[src/rtl/lfpid_pkg.sv]
// Shared types, constants and register codes of the line follower PID controller.
package lfpid_pkg;

   localparam int NumLanes  = 4;
   localparam int RawW      = 8;
   localparam int LevelW    = 7;
   localparam int GainW     = 24;
   localparam int IntegW    = 24;
   localparam int ErrW      = 8;
   localparam int CorrW     = 7;
   localparam int FracBits  = 16;
   localparam int ReqDataW  = NumLanes * RawW;
   localparam int RspDataW  = 24;
   localparam int CsrIndexW = 3;
   localparam int CsrDataW  = 24;

   localparam int FullScale  = 100;
   localparam int CentreLow  = 40;
   localparam int OnLineLow  = 70;
   localparam int HighLevel  = 80;
   localparam int CornerErr  = 60;
   localparam int LostErr    = 100;
   localparam int OutLimit   = 50;
   localparam int CorrMagW   = 6;

   localparam logic [NumLanes-1:0][RawW-1:0] MaxReset = {8'd47, 8'd48, 8'd47, 8'd52};
   localparam logic [GainW-1:0] GainPropReset  = 24'd29491;
   localparam logic [GainW-1:0] GainIntegReset = 24'd98;
   localparam logic [GainW-1:0] GainDerivReset = 24'd589824;

   typedef enum logic [CsrIndexW-1:0] {
      CsrMaxLeftOuter  = 3'd0,
      CsrMaxLeftInner  = 3'd1,
      CsrMaxRightInner = 3'd2,
      CsrMaxRightOuter = 3'd3,
      CsrGainProp      = 3'd4,
      CsrGainInteg     = 3'd5,
      CsrGainDeriv     = 3'd6
   } csr_index_type;

   typedef enum logic [1:0] {
      TrackOnLine = 2'd0,
      TrackCorner = 2'd1,
      TrackLost   = 2'd2
   } track_mode_type;

   typedef enum logic [1:0] {
      DirNone  = 2'd0,
      DirRight = 2'd1,
      DirLeft  = 2'd2
   } turn_dir_type;

   typedef struct packed {
      logic [LevelW-1:0] level;
      logic              zero;
   } lane_res_type;

   typedef struct packed {
      logic                    start;
      logic                    ack;
   } merge_ctl_type;

   // Packed so that line_error sits in the lowest bits.
   typedef struct packed {
      logic [2:0]              pad;
      logic [3:0]              zero_flags;
      logic signed [CorrW-1:0] correction;
      logic [1:0]              track_mode;
      logic signed [ErrW-1:0]  line_error;
   } rsp_item_type;

endpackage

[src/rtl/line_follow_pid_controller_top.sv]
// Top level of the line follower PID controller: registers, lanes, merge and output stage.
//
// Usage:
//  - req_* takes one item of four raw reflectance samples; rsp_* returns one
//    result item per accepted item, in order.
//  - csr_* writes a calibration level or a gain; write only while idle.
//    csr_ready is always high; an index past the gain registers is dropped.
//  - Path: the four divider lanes (two quotient bits a cycle), then the
//    merge stage (classify, multiply, sum, clamp), then the output register.
//  - Flow: one item at a time; req_tready returns high at the edge that
//    moves the result into the output register.
//  - Stall: a result waits in the output register while rsp_tready is low;
//    the next item is still taken and worked, and holds in the merge stage
//    until the output register frees.
//  - Reset: clears the turn memory, the integral and the previous error,
//    loads the default calibration levels and gains, and empties the output.
module line_follow_pid_controller_top (
   input  logic                              clock,
   input  logic                              reset,
   // raw_left_outer, raw_left_inner, raw_right_inner, raw_right_outer
   input  logic                              req_tvalid,
   output logic                              req_tready,
   input  logic [lfpid_pkg::ReqDataW-1:0]    req_tdata,
   // line_error, track_mode, correction, zero_flags, zero pad
   output logic                              rsp_tvalid,
   input  logic                              rsp_tready,
   output logic [lfpid_pkg::RspDataW-1:0]    rsp_tdata,
   input  logic                              csr_valid,
   output logic                              csr_ready,
   input  logic [lfpid_pkg::CsrIndexW-1:0]   csr_index,
   input  logic [lfpid_pkg::CsrDataW-1:0]    csr_data
);
   import lfpid_pkg::*;

   // calibration and gain registers
   logic [NumLanes-1:0][RawW-1:0] max_ff, max_in;
   logic [GainW-1:0]              gain_p_ff, gain_p_in;
   logic [GainW-1:0]              gain_i_ff, gain_i_in;
   logic [GainW-1:0]              gain_d_ff, gain_d_in;

   // item in flight and output stage
   logic                          busy_ff, busy_in;
   logic                          rsp_valid_ff, rsp_valid_in;
   rsp_item_type                  rsp_data_ff, rsp_data_in;

   lane_res_type [NumLanes-1:0]   lane_res;
   logic [NumLanes-1:0]           lane_done;
   merge_ctl_type                 mg_ctl;
   logic                          mg_done;
   rsp_item_type                  mg_result;
   logic                          accept;
   logic                          csr_write;

   assign req_tready = !busy_ff;
   assign accept     = req_tvalid && req_tready;
   assign csr_ready  = 1'b1;
   assign csr_write  = csr_valid && csr_ready;

   // decode register writes; unknown indexes fall through the default arm
   always_comb begin
      max_in    = max_ff;
      gain_p_in = gain_p_ff;
      gain_i_in = gain_i_ff;
      gain_d_in = gain_d_ff;
      if (csr_write) begin
         case (csr_index)
            CsrMaxLeftOuter:  max_in[0] = csr_data[RawW-1:0];
            CsrMaxLeftInner:  max_in[1] = csr_data[RawW-1:0];
            CsrMaxRightInner: max_in[2] = csr_data[RawW-1:0];
            CsrMaxRightOuter: max_in[3] = csr_data[RawW-1:0];
            CsrGainProp:      gain_p_in = csr_data[GainW-1:0];
            CsrGainInteg:     gain_i_in = csr_data[GainW-1:0];
            CsrGainDeriv:     gain_d_in = csr_data[GainW-1:0];
            default: begin
            end
         endcase
      end
   end

   // one scaling lane per sensor, all started by the accepted item
   for (genvar g = 0; g < NumLanes; g++) begin : g_lane
      lfpid_lane u_lane (
         .clock     (clock),
         .reset     (reset),
         .start     (accept),
         .raw       (req_tdata[g*RawW +: RawW]),
         .max_level (max_ff[g]),
         .result    (lane_res[g]),
         .done      (lane_done[g])
      );
   end

   // lanes run in lockstep, so lane zero's finish starts the merge
   assign mg_ctl.start = lane_done[0];
   assign mg_ctl.ack   = mg_done && (!rsp_valid_ff || rsp_tready);

   lfpid_merge u_merge (
      .clock      (clock),
      .reset      (reset),
      .ctl        (mg_ctl),
      .lanes      (lane_res),
      .gain_prop  (gain_p_ff),
      .gain_integ (gain_i_ff),
      .gain_deriv (gain_d_ff),
      .done       (mg_done),
      .result     (mg_result)
   );

   // output register: load on merge hand-off, drop on receiver take
   always_comb begin
      rsp_valid_in = rsp_valid_ff;
      rsp_data_in  = rsp_data_ff;
      busy_in      = busy_ff;
      if (rsp_valid_ff && rsp_tready) begin
         rsp_valid_in = 1'b0;
      end
      if (mg_ctl.ack) begin
         rsp_valid_in = 1'b1;
         rsp_data_in  = mg_result;
         busy_in      = 1'b0;
      end
      if (accept) begin
         busy_in = 1'b1;
      end
   end

   always_ff @(posedge clock) begin
      if (reset) begin
         max_ff       <= MaxReset;
         gain_p_ff    <= GainPropReset;
         gain_i_ff    <= GainIntegReset;
         gain_d_ff    <= GainDerivReset;
         busy_ff      <= 1'b0;
         rsp_valid_ff <= 1'b0;
      end else begin
         max_ff       <= max_in;
         gain_p_ff    <= gain_p_in;
         gain_i_ff    <= gain_i_in;
         gain_d_ff    <= gain_d_in;
         busy_ff      <= busy_in;
         rsp_valid_ff <= rsp_valid_in;
      end
   end

   always_ff @(posedge clock) begin
      rsp_data_ff <= rsp_data_in;
   end

   assign rsp_tvalid = rsp_valid_ff;
   assign rsp_tdata  = rsp_data_ff;

endmodule

[src/rtl/lfpid_lane.sv]
// One scaling lane: raw * 100 / max with clamp to 100, two quotient bits a cycle.
module lfpid_lane (
   input  logic                         clock,
   input  logic                         reset,
   input  logic                         start,
   input  logic [lfpid_pkg::RawW-1:0]   raw,
   input  logic [lfpid_pkg::RawW-1:0]   max_level,
   output lfpid_pkg::lane_res_type      result,
   output logic                         done
);
   import lfpid_pkg::*;

   localparam int RemW = 15;
   localparam int QuoW = 8;

   logic [RemW-1:0] rem_ff, rem_in;
   logic [RemW-1:0] div_ff, div_in;
   logic [QuoW-1:0] quo_ff, quo_in;
   logic            sat_ff, sat_in;
   logic [1:0]      step_ff, step_in;
   logic            run_ff, run_in;
   logic            done_ff, done_in;

   logic [RawW-1:0] eff_max;
   logic [RemW-1:0] prod;
   logic [RemW-1:0] rem_a, div_b, rem_b;
   logic            ge_a, ge_b;

   always_comb begin
      eff_max = (max_level == '0) ? RawW'(1) : max_level;
      prod    = RemW'({raw, 6'b0}) + RemW'({raw, 5'b0}) + RemW'({raw, 2'b0});

      ge_a  = (rem_ff >= div_ff);
      rem_a = ge_a ? (rem_ff - div_ff) : rem_ff;
      div_b = div_ff >> 1;
      ge_b  = (rem_a >= div_b);
      rem_b = ge_b ? (rem_a - div_b) : rem_a;

      rem_in  = rem_ff;
      div_in  = div_ff;
      quo_in  = quo_ff;
      sat_in  = sat_ff;
      step_in = step_ff;
      run_in  = run_ff;
      done_in = 1'b0;

      if (start) begin
         // a sample at or above its white level scales to at least 100
         rem_in  = prod;
         div_in  = RemW'({eff_max, 7'b0});
         quo_in  = '0;
         sat_in  = (raw >= eff_max);
         step_in = '0;
         run_in  = 1'b1;
      end else if (run_ff) begin
         rem_in  = rem_b;
         div_in  = div_b >> 1;
         quo_in  = {quo_ff[QuoW-3:0], ge_a, ge_b};
         step_in = step_ff + 2'd1;
         if (step_ff == 2'd3) begin
            run_in  = 1'b0;
            done_in = 1'b1;
         end
      end
   end

   always_ff @(posedge clock) begin
      if (reset) begin
         step_ff <= '0;
         run_ff  <= 1'b0;
         done_ff <= 1'b0;
      end else begin
         step_ff <= step_in;
         run_ff  <= run_in;
         done_ff <= done_in;
      end
   end

   always_ff @(posedge clock) begin
      rem_ff <= rem_in;
      div_ff <= div_in;
      quo_ff <= quo_in;
      sat_ff <= sat_in;
   end

   assign result.level = sat_ff ? LevelW'(FullScale) : quo_ff[LevelW-1:0];
   assign result.zero  = !sat_ff && (quo_ff == '0);
   assign done         = done_ff;

endmodule

[src/rtl/lfpid_merge.sv]
// Merging stage: classification, turn memory, error value and the PID sequence.
module lfpid_merge (
   input  logic                                            clock,
   input  logic                                            reset,
   input  lfpid_pkg::merge_ctl_type                        ctl,
   input  lfpid_pkg::lane_res_type [lfpid_pkg::NumLanes-1:0] lanes,
   input  logic [lfpid_pkg::GainW-1:0]                     gain_prop,
   input  logic [lfpid_pkg::GainW-1:0]                     gain_integ,
   input  logic [lfpid_pkg::GainW-1:0]                     gain_deriv,
   output logic                                            done,
   output lfpid_pkg::rsp_item_type                         result
);
   import lfpid_pkg::*;

   localparam int AccW   = 50;
   localparam int ProdPW = GainW + 1 + ErrW;
   localparam int ProdIW = GainW + 1 + IntegW;
   localparam int ProdDW = GainW + 1 + ErrW + 1;
   localparam int SumW   = 11;
   localparam logic signed [AccW-1:0] AccLim = AccW'(OutLimit * (1 << FracBits));
   localparam logic signed [IntegW:0] IntegMax = (IntegW+1)'((1 << (IntegW-1)) - 1);
   localparam logic signed [IntegW:0] IntegMin = (IntegW+1)'(-(1 << (IntegW-1)));

   typedef enum logic [2:0] {
      MgIdle, MgMul, MgSum, MgClamp, MgHold
   } mg_state_type;

   mg_state_type              state_ff, state_in;
   logic                      centre_ff, centre_in;
   turn_dir_type              dir_ff, dir_in;
   logic signed [IntegW-1:0]  integ_ff, integ_in;
   logic signed [ErrW-1:0]    prev_ff, prev_in;
   logic signed [ErrW-1:0]    err_ff, err_in;
   logic signed [ErrW:0]      deriv_ff, deriv_in;
   track_mode_type            mode_ff, mode_in;
   logic [NumLanes-1:0]       flags_ff, flags_in;
   logic signed [ProdPW-1:0]  prod_p_ff, prod_p_in;
   logic signed [ProdIW-1:0]  prod_i_ff, prod_i_in;
   logic signed [ProdDW-1:0]  prod_d_ff, prod_d_in;
   logic signed [AccW-1:0]    acc_ff, acc_in;
   rsp_item_type              res_ff, res_in;

   logic [LevelW-1:0]         lv_a, lv_b, lv_c, lv_d;
   logic                      all_low, all_high, corner_left, corner_right;
   logic                      centre_now;
   logic signed [SumW-1:0]    wsum, wq;
   logic signed [ErrW-1:0]    err_pos, err_new;
   logic signed [IntegW:0]    integ_add;
   logic signed [IntegW-1:0]  integ_sat;
   logic [AccW-1:0]           acc_mag;
   logic [CorrMagW-1:0]       corr_mag;
   logic signed [CorrW-1:0]   corr;

   always_comb begin
      lv_a = lanes[0].level;
      lv_b = lanes[1].level;
      lv_c = lanes[2].level;
      lv_d = lanes[3].level;

      all_low  = (lv_a < LevelW'(OnLineLow)) && (lv_b < LevelW'(OnLineLow)) &&
                 (lv_c < LevelW'(OnLineLow)) && (lv_d < LevelW'(OnLineLow));
      all_high = (lv_a > LevelW'(HighLevel)) && (lv_b > LevelW'(HighLevel)) &&
                 (lv_c > LevelW'(HighLevel)) && (lv_d > LevelW'(HighLevel));
      corner_left  = (lv_b > LevelW'(HighLevel)) && (lv_c > LevelW'(HighLevel)) &&
                     (lv_a > LevelW'(HighLevel));
      corner_right = (lv_b > LevelW'(HighLevel)) && (lv_c > LevelW'(HighLevel)) &&
                     (lv_d > LevelW'(HighLevel));

      // weighted position, then divide by four rounding toward zero
      wsum = SumW'(({4'b0, lv_d} << 1) + {4'b0, lv_d} + {4'b0, lv_c}) -
             SumW'(({4'b0, lv_a} << 1) + {4'b0, lv_a} + {4'b0, lv_b});
      wq   = wsum[SumW-1] ? ((wsum + SumW'(3)) >>> 2) : (wsum >>> 2);
      err_pos = ErrW'(wq);

      centre_now = centre_ff || (lv_b < LevelW'(CentreLow)) || (lv_c < LevelW'(CentreLow));

      integ_add = {integ_ff[IntegW-1], integ_ff} + (IntegW+1)'(err_pos);
      if (integ_add > IntegMax) begin
         integ_sat = IntegW'(IntegMax);
      end else if (integ_add < IntegMin) begin
         integ_sat = IntegW'(IntegMin);
      end else begin
         integ_sat = integ_add[IntegW-1:0];
      end

      state_in  = state_ff;
      centre_in = centre_ff;
      dir_in    = dir_ff;
      integ_in  = integ_ff;
      prev_in   = prev_ff;
      err_in    = err_ff;
      deriv_in  = deriv_ff;
      mode_in   = mode_ff;
      flags_in  = flags_ff;
      prod_p_in = prod_p_ff;
      prod_i_in = prod_i_ff;
      prod_d_in = prod_d_ff;
      acc_in    = acc_ff;
      res_in    = res_ff;
      err_new   = '0;

      acc_mag  = acc_ff[AccW-1] ? AccW'(-acc_ff) : AccW'(acc_ff);
      corr_mag = acc_mag[FracBits+CorrMagW-1:FracBits];
      if (acc_ff > AccLim) begin
         corr = CorrW'(OutLimit);
      end else if (acc_ff < -AccLim) begin
         corr = CorrW'(-OutLimit);
      end else if (acc_ff[AccW-1]) begin
         corr = CorrW'(CorrW'(0) - {1'b0, corr_mag});
      end else begin
         corr = CorrW'({1'b0, corr_mag});
      end

      case (state_ff)
         MgIdle: begin
            if (ctl.start) begin
               // turn memory: centre sees the line, then an outer sensor does
               centre_in = centre_now;
               if (centre_now) begin
                  if (lv_a < LevelW'(CentreLow)) begin
                     dir_in    = DirRight;
                     centre_in = 1'b0;
                  end else if (lv_d < LevelW'(CentreLow)) begin
                     dir_in    = DirLeft;
                     centre_in = 1'b0;
                  end
               end

               integ_in = '0;
               if (all_low) begin
                  mode_in = TrackOnLine;
                  err_new = '0;
               end else if (all_high) begin
                  mode_in = TrackLost;
                  case (dir_ff)
                     DirRight: err_new = ErrW'(LostErr);
                     DirLeft:  err_new = ErrW'(-LostErr);
                     default:  err_new = '0;
                  endcase
               end else if (corner_left) begin
                  mode_in = TrackCorner;
                  err_new = ErrW'(-CornerErr);
               end else if (corner_right) begin
                  mode_in = TrackCorner;
                  err_new = ErrW'(CornerErr);
               end else begin
                  mode_in  = TrackOnLine;
                  err_new  = err_pos;
                  integ_in = integ_sat;
               end

               err_in   = err_new;
               deriv_in = (ErrW+1)'(err_new) - (ErrW+1)'(prev_ff);
               prev_in  = err_new;
               for (int i = 0; i < NumLanes; i++) begin
                  flags_in[i] = lanes[i].zero;
               end
               state_in = MgMul;
            end
         end
         MgMul: begin
            prod_p_in = $signed({1'b0, gain_prop}) * err_ff;
            prod_i_in = $signed({1'b0, gain_integ}) * integ_ff;
            prod_d_in = $signed({1'b0, gain_deriv}) * deriv_ff;
            state_in  = MgSum;
         end
         MgSum: begin
            acc_in   = AccW'(prod_p_ff) + AccW'(prod_i_ff) + AccW'(prod_d_ff);
            state_in = MgClamp;
         end
         MgClamp: begin
            res_in.pad        = '0;
            res_in.zero_flags = flags_ff;
            res_in.correction = corr;
            res_in.track_mode = mode_ff;
            res_in.line_error = err_ff;
            state_in          = MgHold;
         end
         MgHold: begin
            if (ctl.ack) begin
               state_in = MgIdle;
            end
         end
         default: begin
            state_in = MgIdle;
         end
      endcase
   end

   always_ff @(posedge clock) begin
      if (reset) begin
         state_ff  <= MgIdle;
         centre_ff <= 1'b0;
         dir_ff    <= DirNone;
         integ_ff  <= '0;
         prev_ff   <= '0;
      end else begin
         state_ff  <= state_in;
         centre_ff <= centre_in;
         dir_ff    <= dir_in;
         integ_ff  <= integ_in;
         prev_ff   <= prev_in;
      end
      err_ff    <= err_in;
      deriv_ff  <= deriv_in;
      mode_ff   <= mode_in;
      flags_ff  <= flags_in;
      prod_p_ff <= prod_p_in;
      prod_i_ff <= prod_i_in;
      prod_d_ff <= prod_d_in;
      acc_ff    <= acc_in;
      res_ff    <= res_in;
   end

   assign done   = (state_ff == MgHold);
   assign result = res_ff;

endmodule

[config.mk]
export PLATFORM = sky130hd
export DESIGN_NAME = line_follow_pid_controller_top
export DESIGN_NICKNAME = d
export VERILOG_FILES = /design/src/rtl/lfpid_pkg.sv /design/src/rtl/line_follow_pid_controller_top.sv /design/src/rtl/lfpid_lane.sv /design/src/rtl/lfpid_merge.sv
export SDC_FILE = /design/constraint.sdc
export NUM_CORES = 2
export LEC_CHECK = 0
export ABC_AREA = 1
export BUFFER_PORTS_ARGS = -buffer_cell sky130_fd_sc_hd__buf_2
export CAP_MARGIN = 20
export CORE_UTILIZATION = 60
export DETAILED_ROUTE_END_ITERATION = 16
export GPL_TIMING_DRIVEN = 0
export PLACE_DENSITY = 0.79
export SLEW_MARGIN = 20
export SYNTH_ARGS = -nofsm -noshare
export SYNTH_HDL_FRONTEND = slang
export SYNTH_HIERARCHICAL = 1
export SYNTH_SLANG_ARGS = --single-unit
[constraint.sdc]
create_clock -name clock -period 9.25 [get_ports clock]
set_input_delay 0.4625 -clock clock [delete_from_list [all_inputs] [get_ports clock]]
set_output_delay 0.4625 -clock clock [all_outputs]
set_load 0.005 [all_outputs]
# Yosys cells after proc, flatten, opt, wreduce, memory -nomap -nowiden
# Index checks and enable logic that the tools add are counted.
# word_totals
ff_bits	544
input_bits	64
out_inout_bits	27
word_cells	276
# op_classes
addsub	32
n_mul	3
n_lt_le_gt_ge	28
n_eq_ne	18
n_mux	77
n_bitwise	1
reduce_logical	56
# op_table
operator	count
15-bit two-way mux	24
24-bit two-way mux	6
8-bit two-way mux	11
8-bit zero test	8
14-bit by 13-bit adder with 15-bit output	4
15-bit by 10-bit adder with 15-bit output	4
15-bit by 14-bit >= comparator with 1-bit output	4
15-bit >= comparator	4
15-bit by 14-bit subtractor with 15-bit output	4
15-bit subtractor	4
33-bit by 49-bit adder with 50-bit output	1
50-bit by 34-bit adder with 50-bit output	1
50-bit by 23-bit greater-than comparator with 1-bit output (second input constant)	1
50-bit by 23-bit < comparator with 1-bit output (second input constant)	1
25-bit by 24-bit multiplier with 49-bit output	1
7-bit two-way mux	6
25-bit by 9-bit multiplier with 34-bit output	1
25-bit by 8-bit multiplier with 33-bit output	1
8-bit >= comparator	4
7-bit greater-than comparator (second input constant)	4
7-bit by 6-bit < comparator with 1-bit output (second input constant)	4
7-bit < comparator (second input constant)	4
24-bit by 8-bit adder with 25-bit output	1
25-bit by 24-bit greater-than comparator with 1-bit output (second input constant)	1
other kinds (31)	111

# Logic depth before layout (Yosys ltp)
# logic_depth
depth_word	14
ltp_mapped	38
mapped_depth_nobuf	37

# Modules after synthesis
# Netlist, hierarchy kept.
# modules_own_cells
mod	n_inst	cells_each	area_per_inst_um2	seq_area_each_um2
lfpid_merge	1	6282	50054.3	7066.8
lfpid_lane	4	639	4416.7	1101.1
line_follow_pid_controller_top	1	616	4904.7	2842.7

# Least setup slack after synthesis
# OpenSTA, ideal clock, no wires.
# synth_timing
path_type	flip-flop to flip-flop
from	register u_merge.state_ff[1]
to	register u_merge.prod_d_ff[0] (enable)
setup_time_ns	0.736
t_arrival_ns	8.267
required_ns	8.514
path_slack_ns	0.247
path_stages_with_launch	2
n_path_buf	0
synth_period_minus_slack_ns	9.003
path_cell_list	dfxtp_1 nor3_1
# synth_via
elab_chain_cells	1
# synth_rtl
element	line	text
start, declared	lfpid_merge.sv:28	mg_state_type state_ff, state_in;
start signal, assigned	lfpid_merge.sv:192	state_ff <= MgIdle;
start signal, assigned	lfpid_merge.sv:198	state_ff <= state_in;
3-bit by 1-bit == test with 1-bit output	lfpid_merge.sv:114	case (state_ff)
end signal, assigned	lfpid_merge.sv:210	prod_d_ff <= prod_d_in;
end, declared	lfpid_merge.sv:39	logic signed [ProdDW-1:0] prod_d_ff, prod_d_in;
# No other way between the ends.
# A chain may end at the register's enable or synchronous reset.

# Worst setup path after layout
# layout_timing
from	register gain_i_ff[13]
to	register u_merge.prod_i_ff[29], data pin
# layout_via
elab_chain_cells	1
# layout_rtl
element	line	text
start, declared	line_follow_pid_controller_top.sv:38	logic [GainW-1:0] gain_i_ff, gain_i_in;
start signal, assigned	line_follow_pid_controller_top.sv:131	gain_i_ff <= GainIntegReset;
start signal, assigned	line_follow_pid_controller_top.sv:138	gain_i_ff <= gain_i_in;
25-bit by 24-bit multiplier with 49-bit output	lfpid_merge.sv:163	prod_i_in = $signed({1'b0, gain_integ}) * integ_ff;
end signal, assigned	lfpid_merge.sv:209	prod_i_ff <= prod_i_in;
end, declared	lfpid_merge.sv:38	logic signed [ProdIW-1:0] prod_i_ff, prod_i_in;
# No other way between the ends.

==> flow_metrics.py <==
metrics = {
    "clocking": {
        "tritoncts": "done",
        "ctsResizeCount": 0,
        "h-tree-depth": 2,
        "post-cts-setup-buffers": 0,
        "clock_sinks": 547,
        "cts_buffers": 60,
        "cts_hold_buf": 0,
        "clk_latency_ns": 0.70,
        "cts.reportedPaths.clkPinSlew_ns": 0.07,
        "cts_root_buffer": "clkbuf_16",
        "clock_tree.buffer_depth": 3,
    },
    "layout": {
        "drive_gt1_frac": 0.0467,
        "finalNonFillerCells": 11300,
        "syn2layout_area_growth_pct": 6.49,
        "final_net_count": 11200,
        "fill_cells": 10600,
    },
    "power": {
        "ir_drop_uv": 297,
        "seqPwrFrac": 0.191,
        "p_sw_w": 0.00844,
        "pwr_density_cell_nw_per_um2": 218,
        "p_int_w": 0.00840,
        "cellLeakagePower_nw": 40.2,
        "switching_share": 0.501,
        "pwr-share-comb": 0.659,
        "p_clk_frac": 0.151,
    },
    "drt": {
        "drt-total-wl_um": 221000,
        "drc": 0,
        "drt_iter0_drc": 5972,
        "post_drt_via_cell_ratio": 5.61,
        "ant_nets": 0,
        "wl_per_cell_um": 19.6,
        "first_pass_iters": 6,
        "vias": 63300,
    },
    "worst_setup_path": {
        "r2r_slack_ns": 1.62,
        "end_kind": "flip-flop",
        "crit_start": "gain_i_ff[13]",
        "worstSetupPathType": "flip-flop to flip-flop",
        "r2r_cells": 22,
        "reg2reg_from": "gain_i_ff[13]",
        "path_max_fanout": 10,
        "crit_path_start_kind": "flip-flop",
        "crit_arrival_ns": 8.11,
        "cp.required_ns": 9.73,
        "r2r-end": "u_merge/prod_i_ff[29]",
    },
    "min_path": {
        "hp-class": "input pin to flip-flop",
        "hold_end": "gain_i_ff[6]",
        "whs_path_depth": 3,
        "hold_start": "csr_data[6]",
    },
    "floorplanning": {
        "io_pins": 91,
        "core_um2": 120000,
        "start_util": 0.605,
        "dieArea_um2": 122000,
        "num_rows": 127,
        "die_y_um": 350,
        "dieWidth_um": 350,
    },
    "global_route": {
        "grt_usage": 0.365,
        "antenna_found_initial": 2,
        "grt_max_degree": 33,
        "grt_pass1_vias": 63500,
        "overflow": 0,
        "grt_pass1_wl_um": 345000,
    },
    "placement": {
        "io_buffers": 89,
        "gp_congestion": 1.02,
        "dpl.hpwl_um": 183000,
        "place_ws_ns": 1.82,
        "dpl.cell_count": 11200,
    },
    "sta": {
        "setup-violations-final": 0,
        "max_clock_freq_ghz": 0.131,
        "rsz0062_at_grt": "false",
        "fin_skew_ns": 0.0420,
        "slew_viol_final": 0,
        "min_period_ns": 7.63,
        "hold_viol": 0,
        "timing.final.crit_share": 0.825,
        "timing.hold.ws_ns": 0.0400,
        "worst_pin_slew_ns": 1.04,
        "slew_headroom": 0.304,
        "fin_ws_ns": 1.62,
    },
    "synth": {
        "syn_area_per_cell_um2": 7.68,
        "syn-cell-area_um2": 72500,
        "yosys_warnings": 6,
        "synth_cells": 9448,
    },
    "job": {
        "max-cap-violations": 0,
    },
    "outcome": {
        "run_status": "completed",
    },
}
-- cells in the final DEF, fill, tap and decap left out, types with 217 or more instances in the layout --
cell / instances
nand2_1: 2490
inv_1: 2065
fa_1: 876
ha_1: 657
nor2_1: 577
nand3_1: 383
a21oi_1: 349
edfxtp_1: 330
clkbuf_1: 253
dfxtp_1: 217
-- worst max-delay path: stages (launching register included) --
cell and delay, ns:
dfxtp_1 0.65, clkbuf_1 0.80, nand2_1 0.19, fa_1 0.62
inv_1 0.07, fa_1 0.57, inv_1 0.07, fa_1 0.50
inv_1 0.06, fa_1 0.53, inv_1 0.05, fa_1 0.40
fa_1 0.52, inv_1 0.06, fa_1 0.46, ha_1 0.51
nand2_1 0.17, nor2_1 0.14, inv_1 0.08, nor4_1 0.43
nand2_1 0.10, nand2_1 0.13, xor2_1 0.30
-- flip-flops by register name, indices dropped and copies added (netlist names), 8 cells and up --
| register | flops |
|---|---|
| u_merge/prev_ff | 8 |
| rsp_tdata | 24 |
| u_merge/deriv_ff | 9 |
| u_merge/prod_i_ff | 49 |
| u_merge/err_ff | 8 |
| g_lane.u_lane/step_ff | 8 |
| g_lane.u_lane/quo_ff | 32 |
| g_lane.u_lane/div_ff | 60 |
| u_merge/integ_ff | 24 |
| max_ff | 32 |
| u_merge/prod_d_ff | 34 |
| gain_p_ff | 24 |
| u_merge/result | 21 |
| g_lane.u_lane/rem_ff | 60 |
| gain_i_ff | 24 |
| gain_d_ff | 24 |
| u_merge/prod_p_ff | 33 |
| u_merge/acc_ff | 50 |
-- cell type report --
cell class                 count  area, µm²  share of cell area
multi-input combinational   6503      49100               0.636
sequential                   547      14300               0.185
inverter                    2097       7870               0.102
tap                         1612       2020              0.0261
clock buffer                  80       1680              0.0218
buffer                       303       1340              0.0174
timing repair buffer         107        621             0.00803
clock inverter                33        355             0.00460
antenna                        2       5.00           0.0000648
-- metal layers --
layer,up-vias,global-route usage,share of wire
met1,30200,0.474,0.39
li1,29400,-,-
met5,-,0,0
met3,604,0.0823,0.11
met2,3097,0.586,0.45
met4,0,0.158,0.049
-- power by group through the flow --
stage          registers (W)  logic (W)  clock network [W]
2_1_floorplan        0.00320    0.00830                  0
3_3_place_gp         0.00325     0.0106                  0
3_5_place_dp         0.00326     0.0108                  0
4_1_cts              0.00321     0.0109            0.00257
5_1_grt              0.00323     0.0124            0.00265
6_report             0.00321     0.0111            0.00254
-- worst max-delay path by stage --
| stage | endpoint | slack (ns) | cells after the start |
|---|---|---|---|
| after floorplan | u_merge/prod_d_ff[0] | 0.25 | 1 |
| after global placement | u_merge/state_ff[1] | -2.72 | 2 |
| after detailed placement | u_merge/prod_i_ff[29] | 1.82 | 23 |
| after CTS | u_merge/prod_i_ff[29] | 1.82 | 22 |
| after global routing | u_merge/prod_i_ff[47] | 1.40 | 25 |
| final | u_merge/prod_i_ff[29] | 1.62 | 22 |
-- per-stage QoR --
| step | instance area [µm²] | total power [W] | utilization | setup TNS (ns) |
|---|---|---|---|---|
| 2_1_floorplan | 72600 | 0.0115 | - | 0 |
| 3_3_place_gp | 75000 | 0.0138 | 0.625 | -317.94 |
| 3_5_place_dp | 75200 | 0.0141 | 0.627 | 0 |
| 4_1_cts | 77200 | 0.0166 | 0.644 | 0 |
| 5_1_grt | 77300 | 0.0182 | 0.644 | 0 |
| 6_report | 77300 | 0.0168 | 0.644 | 0 |
(Power assumes the default switching activity.)
